### src/sv/escaped_command_tokenizer_top_defines.svh
// Assertion macros for the escaped command tokenizer.
// The bodies use the clock aclk and the reset aresetn of the module that uses them.
`ifndef ESCAPED_COMMAND_TOKENIZER_TOP_DEFINES_SVH
`define ESCAPED_COMMAND_TOKENIZER_TOP_DEFINES_SVH
`ifndef SYNTHESIS
`define ECT_ASSERT_IMPL(label, ante, cons, msg) \
    label: assert property (@(posedge aclk) disable iff (!aresetn) (ante) |-> (cons)) \
        else $error(msg);
`define ECT_ASSERT_NEXT(label, ante, cons, msg) \
    label: assert property (@(posedge aclk) disable iff (!aresetn) (ante) |=> (cons)) \
        else $error(msg);
`else
`define ECT_ASSERT_IMPL(label, ante, cons, msg)
`define ECT_ASSERT_NEXT(label, ante, cons, msg)
`endif
`endif

### src/sv/ect_pkg.sv
package ect_pkg;

    typedef enum logic [2:0] {
        ST_NORMAL  = 3'd0,
        ST_N_ESC   = 3'd1,
        ST_N_SPACE = 3'd2,
        ST_QUOTED  = 3'd3,
        ST_Q_ESC   = 3'd4,
        ST_DISCARD = 3'd5
    } scan_state_t;

    localparam logic [7:0] CH_NUL    = 8'h00;
    localparam logic [7:0] CH_TAB    = 8'h09;
    localparam logic [7:0] CH_LF     = 8'h0A;
    localparam logic [7:0] CH_SPACE  = 8'h20;
    localparam logic [7:0] CH_QUOTE  = 8'h22;
    localparam logic [7:0] CH_STAR   = 8'h2A;
    localparam logic [7:0] CH_BSLASH = 8'h5C;
    localparam logic [7:0] CH_N      = 8'h6E;
    localparam logic [7:0] CH_T      = 8'h74;

    localparam logic KIND_CHAR = 1'b0;
    localparam logic KIND_END  = 1'b1;

    typedef struct packed {
        logic       kind;
        logic [7:0] ch;
        logic [4:0] tok;
        logic [9:0] off;
        logic       err;
        logic       ovf;
        logic       last;
    } result_t;

    // results caused by one accepted byte, in order
    typedef struct packed {
        logic [1:0] count;
        result_t    r0;
        result_t    r1;
    } step_out_t;

endpackage

### src/sv/ect_step.sv
module ect_step #(
    parameter int MAX_TOKENS    = 32,
    parameter int MAX_TOKEN_LEN = 1024,
    parameter int TOK_W         = 6,
    parameter int OFF_W         = 11
) (
    input  logic [7:0]           in_char,
    input  ect_pkg::scan_state_t state_i,
    input  logic                 abp_i,
    input  logic [TOK_W-1:0]     tok_i,
    input  logic [OFF_W-1:0]     off_i,
    input  logic                 drop_i,
    output ect_pkg::scan_state_t state_o,
    output logic                 abp_o,
    output logic [TOK_W-1:0]     tok_o,
    output logic [OFF_W-1:0]     off_o,
    output logic                 drop_o,
    output ect_pkg::step_out_t   res_o
);

    typedef enum logic [1:0] {
        EM_NONE = 2'd0,
        EM_CHAR = 2'd1,
        EM_END  = 2'd2
    } emit_t;

    localparam logic [TOK_W-1:0] MAX_T  = TOK_W'(MAX_TOKENS);
    localparam logic [TOK_W-1:0] LAST_T = TOK_W'(MAX_TOKENS - 1);
    localparam logic [OFF_W-1:0] LEN_T  = OFF_W'(MAX_TOKEN_LEN);

    function automatic ect_pkg::result_t mk_res(logic kind, logic [7:0] ch,
                                                logic [31:0] tok, logic [31:0] off,
                                                logic err, logic ovf);
        ect_pkg::result_t r;
        r.kind = kind;
        r.ch   = ch;
        r.tok  = tok[4:0];
        r.off  = off[9:0];
        r.err  = err;
        r.ovf  = ovf;
        r.last = 1'b0;
        return r;
    endfunction

    // escape decode
    logic       esc_known;
    logic       esc_two;
    logic [7:0] esc_char;

    always_comb begin
        esc_known = 1'b1;
        esc_two   = 1'b0;
        esc_char  = in_char;
        case (in_char)
            ect_pkg::CH_N:      esc_char = ect_pkg::CH_LF;
            ect_pkg::CH_T:      esc_char = ect_pkg::CH_TAB;
            ect_pkg::CH_QUOTE:  esc_char = ect_pkg::CH_QUOTE;
            ect_pkg::CH_BSLASH: esc_char = ect_pkg::CH_BSLASH;
            ect_pkg::CH_STAR: begin
                esc_two  = 1'b1;
                esc_char = ect_pkg::CH_STAR;
            end
            default:            esc_known = 1'b0;
        endcase
    end

    // plain byte outside quotes
    emit_t                nb_kind;
    ect_pkg::scan_state_t nb_state;

    always_comb begin
        nb_kind  = EM_NONE;
        nb_state = ect_pkg::ST_NORMAL;
        case (in_char)
            ect_pkg::CH_NUL:    nb_kind  = EM_END;
            ect_pkg::CH_BSLASH: nb_state = ect_pkg::ST_N_ESC;
            ect_pkg::CH_SPACE:  nb_state = ect_pkg::ST_N_SPACE;
            default:            nb_kind  = EM_CHAR;
        endcase
    end

    // plan: optional token open, optional backslash, then char or end
    logic                 pre_new;
    logic                 a_valid;
    emit_t                b_kind;
    logic [7:0]           b_char;
    logic                 b_err;
    ect_pkg::scan_state_t plan_state;
    logic                 plan_abp;

    always_comb begin
        pre_new    = 1'b0;
        a_valid    = 1'b0;
        b_kind     = EM_NONE;
        b_char     = in_char;
        b_err      = 1'b0;
        plan_state = ect_pkg::ST_NORMAL;
        plan_abp   = abp_i;
        unique case (state_i)
            ect_pkg::ST_N_ESC: begin
                if (esc_known) begin
                    a_valid = esc_two;
                    b_kind  = EM_CHAR;
                    b_char  = esc_char;
                end else begin
                    a_valid    = 1'b1;
                    b_kind     = nb_kind;
                    plan_state = nb_state;
                end
            end
            ect_pkg::ST_N_SPACE: begin
                pre_new = 1'b1;
                if (in_char == ect_pkg::CH_QUOTE) begin
                    plan_state = ect_pkg::ST_QUOTED;
                    plan_abp   = 1'b0;
                end else begin
                    b_kind     = nb_kind;
                    plan_state = nb_state;
                end
            end
            ect_pkg::ST_QUOTED: begin
                plan_state = ect_pkg::ST_QUOTED;
                if (in_char == ect_pkg::CH_NUL) begin
                    b_kind = EM_END;
                    b_err  = 1'b1;
                end else if (in_char == ect_pkg::CH_QUOTE && !abp_i) begin
                    plan_state = ect_pkg::ST_DISCARD;
                end else if (in_char == ect_pkg::CH_BSLASH) begin
                    plan_state = ect_pkg::ST_Q_ESC;
                    plan_abp   = 1'b0;
                end else begin
                    b_kind   = EM_CHAR;
                    plan_abp = 1'b0;
                end
            end
            ect_pkg::ST_Q_ESC: begin
                plan_state = ect_pkg::ST_QUOTED;
                if (esc_known) begin
                    a_valid  = esc_two;
                    b_kind   = EM_CHAR;
                    b_char   = esc_char;
                    plan_abp = (in_char == ect_pkg::CH_BSLASH);
                end else begin
                    a_valid  = 1'b1;
                    plan_abp = 1'b0;
                    if (in_char == ect_pkg::CH_NUL) begin
                        b_kind = EM_END;
                        b_err  = 1'b1;
                    end else begin
                        b_kind = EM_CHAR;
                    end
                end
            end
            ect_pkg::ST_DISCARD: begin
                if (in_char == ect_pkg::CH_NUL) begin
                    b_kind = EM_END;
                    b_err  = 1'b1;
                end else begin
                    pre_new = 1'b1;
                end
            end
            default: begin
                b_kind     = nb_kind;
                plan_state = nb_state;
            end
        endcase
    end

    // carry out the plan
    logic [TOK_W-1:0] tok1;
    logic [OFF_W-1:0] off1;
    logic             drop1;
    logic [1:0]       n;
    ect_pkg::result_t r0;
    ect_pkg::result_t r1;
    ect_pkg::result_t rb;
    logic [TOK_W-1:0] tok_end;

    always_comb begin
        tok1    = tok_i;
        off1    = off_i;
        drop1   = drop_i;
        n       = 2'd0;
        r0      = '0;
        r1      = '0;
        rb      = '0;
        tok_end = (tok_i > LAST_T) ? LAST_T : tok_i;
        state_o = plan_state;
        abp_o   = plan_abp;

        if (pre_new) begin
            if (tok1 < MAX_T) begin
                tok1 = tok1 + TOK_W'(1);
                if (tok1 >= MAX_T) begin
                    drop1 = 1'b1;
                end
            end
            off1 = '0;
        end

        if (a_valid) begin
            if (tok1 >= MAX_T || off1 >= LEN_T) begin
                drop1 = 1'b1;
            end else begin
                r0   = mk_res(ect_pkg::KIND_CHAR, ect_pkg::CH_BSLASH, 32'(tok1), 32'(off1),
                              1'b0, 1'b0);
                n    = 2'd1;
                off1 = off1 + OFF_W'(1);
            end
        end

        if (b_kind == EM_CHAR) begin
            if (tok1 >= MAX_T || off1 >= LEN_T) begin
                drop1 = 1'b1;
            end else begin
                rb   = mk_res(ect_pkg::KIND_CHAR, b_char, 32'(tok1), 32'(off1), 1'b0, 1'b0);
                off1 = off1 + OFF_W'(1);
                if (n == 2'd0) begin
                    r0 = rb;
                end else begin
                    r1 = rb;
                end
                n = n + 2'd1;
            end
        end else if (b_kind == EM_END) begin
            tok_end = (tok1 > LAST_T) ? LAST_T : tok1;
            rb      = mk_res(ect_pkg::KIND_END, ect_pkg::CH_NUL, 32'(tok_end), 32'd0,
                             b_err, drop1);
            if (n == 2'd0) begin
                r0 = rb;
            end else begin
                r1 = rb;
            end
            n       = n + 2'd1;
            tok1    = '0;
            off1    = '0;
            drop1   = 1'b0;
            state_o = ect_pkg::ST_NORMAL;
            abp_o   = 1'b0;
        end

        if (n == 2'd2) begin
            r1.last = 1'b1;
        end else if (n == 2'd1) begin
            r0.last = 1'b1;
        end

        tok_o        = tok1;
        off_o        = off1;
        drop_o       = drop1;
        res_o.count  = n;
        res_o.r0     = r0;
        res_o.r1     = r1;
    end

endmodule

### src/sv/ect_out_buf.sv
`include "escaped_command_tokenizer_top_defines.svh"

module ect_out_buf (
    input  logic               aclk,
    input  logic               aresetn,
    input  logic               push,
    input  ect_pkg::step_out_t push_data,
    output logic               push_ready,
    output logic               m_valid,
    input  logic               m_ready,
    output ect_pkg::result_t   head
);

    ect_pkg::result_t slot0_reg;
    ect_pkg::result_t slot0_next;
    ect_pkg::result_t slot1_reg;
    ect_pkg::result_t slot1_next;
    logic [1:0]       count_reg;
    logic [1:0]       count_next;
    logic             pop;

    assign m_valid    = (count_reg != 2'd0);
    assign pop        = m_valid && m_ready;
    // a new request lands only once the buffer drains to empty this cycle
    assign push_ready = (count_reg == 2'd0) || (count_reg == 2'd1 && m_ready);
    assign head       = slot0_reg;

    always_comb begin
        slot0_next = slot0_reg;
        slot1_next = slot1_reg;
        count_next = count_reg;
        if (push && push_ready) begin
            slot0_next = push_data.r0;
            slot1_next = push_data.r1;
            count_next = push_data.count;
        end else if (pop) begin
            slot0_next = slot1_reg;
            count_next = count_reg - 2'd1;
        end
    end

    always_ff @(posedge aclk) begin
        if (!aresetn) begin
            count_reg <= 2'd0;
        end else begin
            count_reg <= count_next;
        end
    end

    always_ff @(posedge aclk) begin
        slot0_reg <= slot0_next;
        slot1_reg <= slot1_next;
    end

    `ECT_ASSERT_IMPL(a_count_range, 1'b1, count_reg != 2'd3, "result count out of range")
    `ECT_ASSERT_NEXT(a_pop_full, pop && count_reg == 2'd2, count_reg == 2'd1, "pop from full lost")
    `ECT_ASSERT_NEXT(a_push_count, push && push_ready, count_reg == $past(push_data.count), "push count wrong")
    `ECT_ASSERT_IMPL(a_head_last, count_reg == 2'd1, slot0_reg.last, "single held result not last")

endmodule

### src/sv/escaped_command_tokenizer_top.sv
// channel | dir | tdata                                   | tuser     | tlast
// s_      | in  | [7:0] in_char                           | -         | -
// m_      | out | [7:0] out_char, [12:8] token_number,    | item_kind | last_of_run
//         |     | [22:13] char_offset, [23] open_quote_error, [24] overflow_seen
//
// One input byte per cycle while s_tready is high; a byte causes 0, 1 or 2 results.
// A byte with two results holds s_tready low while the
// two-entry result buffer drains; that buffer sets the rate.
// Results of a taken byte are registered in the buffer and valid the cycle after it is taken.
// aresetn is synchronous, active low; it clears scan state and the buffer.
// Stalls on m_tready hold the buffer; input is taken once it can empty.
`include "escaped_command_tokenizer_top_defines.svh"

module escaped_command_tokenizer_top #(
    parameter int MAX_TOKENS    = 32,
    parameter int MAX_TOKEN_LEN = 1024
) (
    input  logic        aclk,
    input  logic        aresetn,
    input  logic        s_tvalid,
    output logic        s_tready,
    input  logic [7:0]  s_tdata,   // [7:0] in_char
    output logic        m_tvalid,
    input  logic        m_tready,
    output logic [31:0] m_tdata,   // out_char, token_number, char_offset, open_quote_error,
                                   // overflow_seen, zero pad
    output logic        m_tuser,   // item_kind
    output logic        m_tlast    // last_of_run
);

    localparam int TOK_W = $clog2(MAX_TOKENS + 1);
    localparam int OFF_W = $clog2(MAX_TOKEN_LEN + 1);
    localparam logic [TOK_W-1:0] MAX_T = TOK_W'(MAX_TOKENS);
    localparam logic [OFF_W-1:0] LEN_T = OFF_W'(MAX_TOKEN_LEN);

    ect_pkg::scan_state_t scan_state_reg;
    ect_pkg::scan_state_t scan_state_next;
    logic                 abp_reg;
    logic                 abp_next;
    logic [TOK_W-1:0]     tok_reg;
    logic [TOK_W-1:0]     tok_next;
    logic [OFF_W-1:0]     off_reg;
    logic [OFF_W-1:0]     off_next;
    logic                 drop_reg;
    logic                 drop_next;

    ect_pkg::step_out_t   step_res;
    ect_pkg::result_t     head;
    logic                 accept;
    logic                 end_seen;

    assign accept   = s_tvalid && s_tready;
    assign end_seen = (step_res.count == 2'd1 && step_res.r0.kind == ect_pkg::KIND_END)
                   || (step_res.count == 2'd2 && step_res.r1.kind == ect_pkg::KIND_END);

    ect_step #(
        .MAX_TOKENS   (MAX_TOKENS),
        .MAX_TOKEN_LEN(MAX_TOKEN_LEN),
        .TOK_W        (TOK_W),
        .OFF_W        (OFF_W)
    ) u_step (
        .in_char(s_tdata),
        .state_i(scan_state_reg),
        .abp_i  (abp_reg),
        .tok_i  (tok_reg),
        .off_i  (off_reg),
        .drop_i (drop_reg),
        .state_o(scan_state_next),
        .abp_o  (abp_next),
        .tok_o  (tok_next),
        .off_o  (off_next),
        .drop_o (drop_next),
        .res_o  (step_res)
    );

    ect_out_buf u_out_buf (
        .aclk      (aclk),
        .aresetn   (aresetn),
        .push      (s_tvalid),
        .push_data (step_res),
        .push_ready(s_tready),
        .m_valid   (m_tvalid),
        .m_ready   (m_tready),
        .head      (head)
    );

    always_ff @(posedge aclk) begin
        if (!aresetn) begin
            scan_state_reg <= ect_pkg::ST_NORMAL;
            abp_reg        <= 1'b0;
            tok_reg        <= '0;
            off_reg        <= '0;
            drop_reg       <= 1'b0;
        end else if (accept) begin
            scan_state_reg <= scan_state_next;
            abp_reg        <= abp_next;
            tok_reg        <= tok_next;
            off_reg        <= off_next;
            drop_reg       <= drop_next;
        end
    end

    assign m_tdata = {7'b0, head.ovf, head.err, head.off, head.tok, head.ch};
    assign m_tuser = head.kind;
    assign m_tlast = head.last;

    `ECT_ASSERT_NEXT(a_end_clears, accept && end_seen,
                     scan_state_reg == ect_pkg::ST_NORMAL && tok_reg == '0
                     && off_reg == '0 && !drop_reg, "end did not clear state")
    `ECT_ASSERT_IMPL(a_tok_bound, 1'b1, tok_reg <= MAX_T, "token count past limit")
    `ECT_ASSERT_IMPL(a_off_bound, 1'b1, off_reg <= LEN_T, "offset past limit")

endmodule
### config.mk
export PLATFORM = sky130hd
export DESIGN_NAME = escaped_command_tokenizer_top
export DESIGN_NICKNAME = d
export VERILOG_FILES = /design/src/sv/ect_pkg.sv /design/src/sv/ect_step.sv /design/src/sv/ect_out_buf.sv /design/src/sv/escaped_command_tokenizer_top.sv
export VERILOG_INCLUDE_DIRS = /design/src /design/src/sv
export SDC_FILE = /design/constraint.sdc
export NUM_CORES = 1
export LEC_CHECK = 0
export BUFFER_PORTS_ARGS = -buffer_cell sky130_fd_sc_hd__buf_2
export CORE_MARGIN = 2
export CORE_UTILIZATION = 38
export DETAILED_ROUTE_END_ITERATION = 16
export PLACE_DENSITY_LB_ADDON = 0.12
export REMOVE_ABC_BUFFERS = 1
export SKIP_CTS_REPAIR_TIMING = 1
export SKIP_LAST_GASP = 1
export SLEW_MARGIN = 25
export SYNTH_ARGS = -nofsm -noshare
export SYNTH_HDL_FRONTEND = slang
export SYNTH_SLANG_ARGS = --single-unit
### constraint.sdc
create_clock -name aclk -period 5.3 [get_ports aclk]
set_clock_uncertainty 0.15 [all_clocks]
set_input_delay 0.795 -clock aclk [delete_from_list [all_inputs] [get_ports aclk]]
set_output_delay 0.795 -clock aclk [all_outputs]
set_load 0.005 [all_outputs]
==> impl_metrics.env <==
export IMPL_fin_nets=542
export IMPL_cts_tree="yes"
export IMPL_synth_distinct_cells=75
export IMPL_peakVddDrop_mv=0.127
export IMPL_synth_avg_cell_area_um2=9.45
export IMPL_die_area_um2=13200
export IMPL_dr_pass1_iters=4
export IMPL_antenna_found_initial=0
export IMPL_power_leakage_nw=1.91
export IMPL_clkSlewWorstSetupHoldPaths_ps=60
export IMPL_multi_input_area_um2=2330
export IMPL_fin_hold_ws_ps=349
export IMPL_synth_edf_count=54
export IMPL_gp_congestion=0.847
export IMPL_met2WireLength_mm=5.27
export IMPL_fmax_mhz=245
export IMPL_grt_max_degree=49
export IMPL_maxUsedRoutingLayer="met4"
export IMPL_pin_count=48
export IMPL_finalHoldViolations=0
export IMPL_syn_cell_area_um2=4660
export IMPL_reg2reg_to="off_reg[6]$_SDFFE_PN0P_"
export IMPL_clock_path_buffers=2
export IMPL_period_share_pct=77.1
export IMPL_relSlewSlack_pct=48.1
export IMPL_rows=40
export IMPL_crit_start="tok_reg[0]$_SDFFE_PN0P_"
export IMPL_tightestPinTransition_ps=778
export IMPL_die_x_um=115
export IMPL_drive_gt1_share_pct=16.4
export IMPL_ys_seq_area_share_pct=45.1
export IMPL_cp_end_kind="flip-flop"
export IMPL_wl_per_cell_um=17.5
export IMPL_ys_seq_elements=78
export IMPL_cp_required_ps=5430
export IMPL_dieHeight_um=115
export IMPL_cts_root_buffer="clkbuf_16"
export IMPL_fin_area_um2=5190
export IMPL_hp_start="drop_reg$_SDFFE_PN0P_"
export IMPL_clk_latency_ps=350
export IMPL_place_area_um2=4920
export IMPL_finalSetupTns_ps=0
export IMPL_wirelength_mm=11.8
export IMPL_setup_viol=0
export IMPL_cp_start_kind="flip-flop"
export IMPL_r2r_cells=15
export IMPL_core_area_um2=12000
export IMPL_powerDensity_nw_per_um2=354
export IMPL_r2r_slack_ps=1220
export IMPL_grt_pass1_vias=3621
export IMPL_h_tree_depth=3
export IMPL_drtAntennaViolNets=0
export IMPL_vias=3806
export IMPL_drc=0
export IMPL_post_route_min_period_ps=4080
export IMPL_diodes=0
export IMPL_cts_num_sinks=78
export IMPL_criticalPathCategory="reg2reg"
export IMPL_cap_viol_max_count=0
export IMPL_synth_cells=493
export IMPL_min_path_type="reg2reg"
export IMPL_met3_length_um=441
export IMPL_endpoint="off_reg[6]$_SDFFE_PN0P_"
export IMPL_maxSlewViolCount=0
export IMPL_drtIter0Drc=249
export IMPL_wl_met1_mm=5.92
export IMPL_synth_main_ff_cell="edfxtp_1"
export IMPL_cts_buffers=9
export IMPL_grt_util_all_layers_pct=18.7
export IMPL_rsz0062_at_grt="no"
export IMPL_fin_ws_ps=1220
export IMPL_total_power_w=0.00184
export IMPL_fill_cells=1178
export IMPL_via_per_inst=5.67
export IMPL_initial_core_util_pct=38.8
export IMPL_grt_pass1_wl_mm=19.1
export IMPL_synthToLayoutAreaGrowth_pct=11.5
export IMPL_status="completed"
export IMPL_async_reset_ff_share_pct=0
export IMPL_port_buffers=40
export IMPL_arrival_ps=4210
export IMPL_synth_warnings=0
export IMPL_crit_fanout=13
export IMPL_preCtsSetupSlack_ps=914
export IMPL_final_seq_area_um2=2100
export IMPL_hpwlAfterDp_mm=8.11
export IMPL_grt_ovfl_total=0
export IMPL_r2r_start="tok_reg[0]$_SDFFE_PN0P_"
how the worst min path moves through the flow:
| stage | to | cells after the start | slack (ps) |
|---|---|---|---|
| 2_1_floorplan | drop_reg$_SDFFE_PN0P_ | 2 | 330 |
| 4_1_cts | drop_reg$_SDFFE_PN0P_ | 2 | 350 |
| 5_1_grt | drop_reg$_SDFFE_PN0P_ | 2 | 370 |
| 3_3_place_gp | drop_reg$_SDFFE_PN0P_ | 2 | 330 |
| 6_report | drop_reg$_SDFFE_PN0P_ | 2 | 350 |
| 3_5_place_dp | drop_reg$_SDFFE_PN0P_ | 2 | 340 |
Yosys cell counts, types with 3 or more instances:
library cell,instances,share of area (%)
mux2i_1,3,0.64
o211ai_1,7,1.1
edfxtp_1,54,35
a211o_1,5,0.94
nand3_1,15,1.6
nand4_1,5,0.67
buf_2,7,0.75
buf_4,8,1.3
nand2b_1,4,0.54
o21a_1,9,1.5
nand2_1,52,4.2
inv_1,14,1.1
and2_1,10,1.3
clkbuf_1,19,1.5
nor4_1,6,0.81
a21oi_1,23,2.5
o21ai_0,37,4.0
nor2b_1,7,0.94
a21o_1,3,0.48
a31oi_1,8,1.1
nor2_1,44,3.5
a211oi_1,8,1.3
nor4_4,3,1.4
xor2_1,5,0.94
nor3b_1,3,0.48
and3_1,7,0.94
a22o_1,9,1.7
o31ai_1,4,0.64
nor3_1,17,1.8
ha_1,11,3.0
dfxtp_1,24,10
xnor2_1,5,0.94
or3_1,5,0.67
critical path, cell delays in order, from the launching register on:
cell and delay [ps]:
dfxtp_1 380, and3_1 170, nand3_1 90, ha_1 220, nor4bb_1 290, a21oi_1 110
a211o_2 490, nor2_1 470, ha_1 340, a21oi_1 320, inv_1 90, ha_1 250
nand3_2 110, nor4_4 70, or3_1 320, a31oi_1 150
stage by stage:
stage                     util (%)  cells
after global routing          43.3    671
after global placement        40.9    655
after detailed placement      40.9    655
final                         43.3    671
after floorplan                  -    462
after CTS                     43.3    671
power breakdown:
group	internal, W	leakage [nW]	switching, W
combinational	0.000154	1.04	0.000267
clock	0.000330	0.135	0.000251
sequential	0.000789	0.735	0.0000455
total	0.00127	1.91	0.000564
per-layer routing:
layer	vias to the layer above	track usage, %
met4	0	6.59
met2	85	28.5
li1	1875	-
met1	1835	26.4
met3	11	4.13
met5	-	0
area by class of cell:
cell class	count	area share, %
Multi-Input combinational cell	369	44.8
Sequential cell	78	40.5
Timing Repair Buffer	46	4.72
Clock buffer	11	4.67
Tap cell	147	3.54
Inverter	15	1.08
Clock inverter	5	0.674
cells by family (layout without fill, tap and decap cells):
family	after synthesis	in the layout	synth area share, %
xor gates and xnor gates	10	10	1.88
buffers and inverters	52	77	5.34
DFF	78	78	45.1
muxes	6	6	1.42
AOI/OAI and AO/OA	137	137	20.3
other	1	7	0.0805
adders and majority gates	11	11	2.95
and+or+nand+nor	198	198	22.9
cells in the final DEF, fill, tap and decap left out, types with 5 or more instances in the layout:
| master | synthesis | final |
|---|---|---|
| buf_4 | 8 | 6 |
| a31oi_1 | 8 | 8 |
| nand4_1 | 5 | 5 |
| a22o_1 | 9 | 9 |
| o211ai_1 | 7 | 7 |
| ha_1 | 11 | 11 |
| inv_1 | 14 | 12 |
| o21a_1 | 9 | 9 |
| a211o_1 | 5 | 5 |
| nor2_1 | 44 | 44 |
| edfxtp_1 | 54 | 54 |
| and3_1 | 7 | 7 |
| nor4_1 | 6 | 6 |
| xor2_1 | 5 | 5 |
| nor2b_1 | 7 | 7 |
| and2_1 | 10 | 10 |
| a21oi_1 | 23 | 23 |
| a211oi_1 | 8 | 8 |
| buf_2 | 7 | 40 |
| clkbuf_16 | 0 | 9 |
| or3_1 | 5 | 5 |
| xnor2_1 | 5 | 5 |
| o21ai_0 | 37 | 37 |
| conb_1 | 1 | 7 |
| nand3_1 | 15 | 15 |
| nand2_1 | 52 | 52 |
| dfxtp_1 | 24 | 24 |
| nor3_1 | 17 | 17 |
Power figures use the tool's default switching activity.
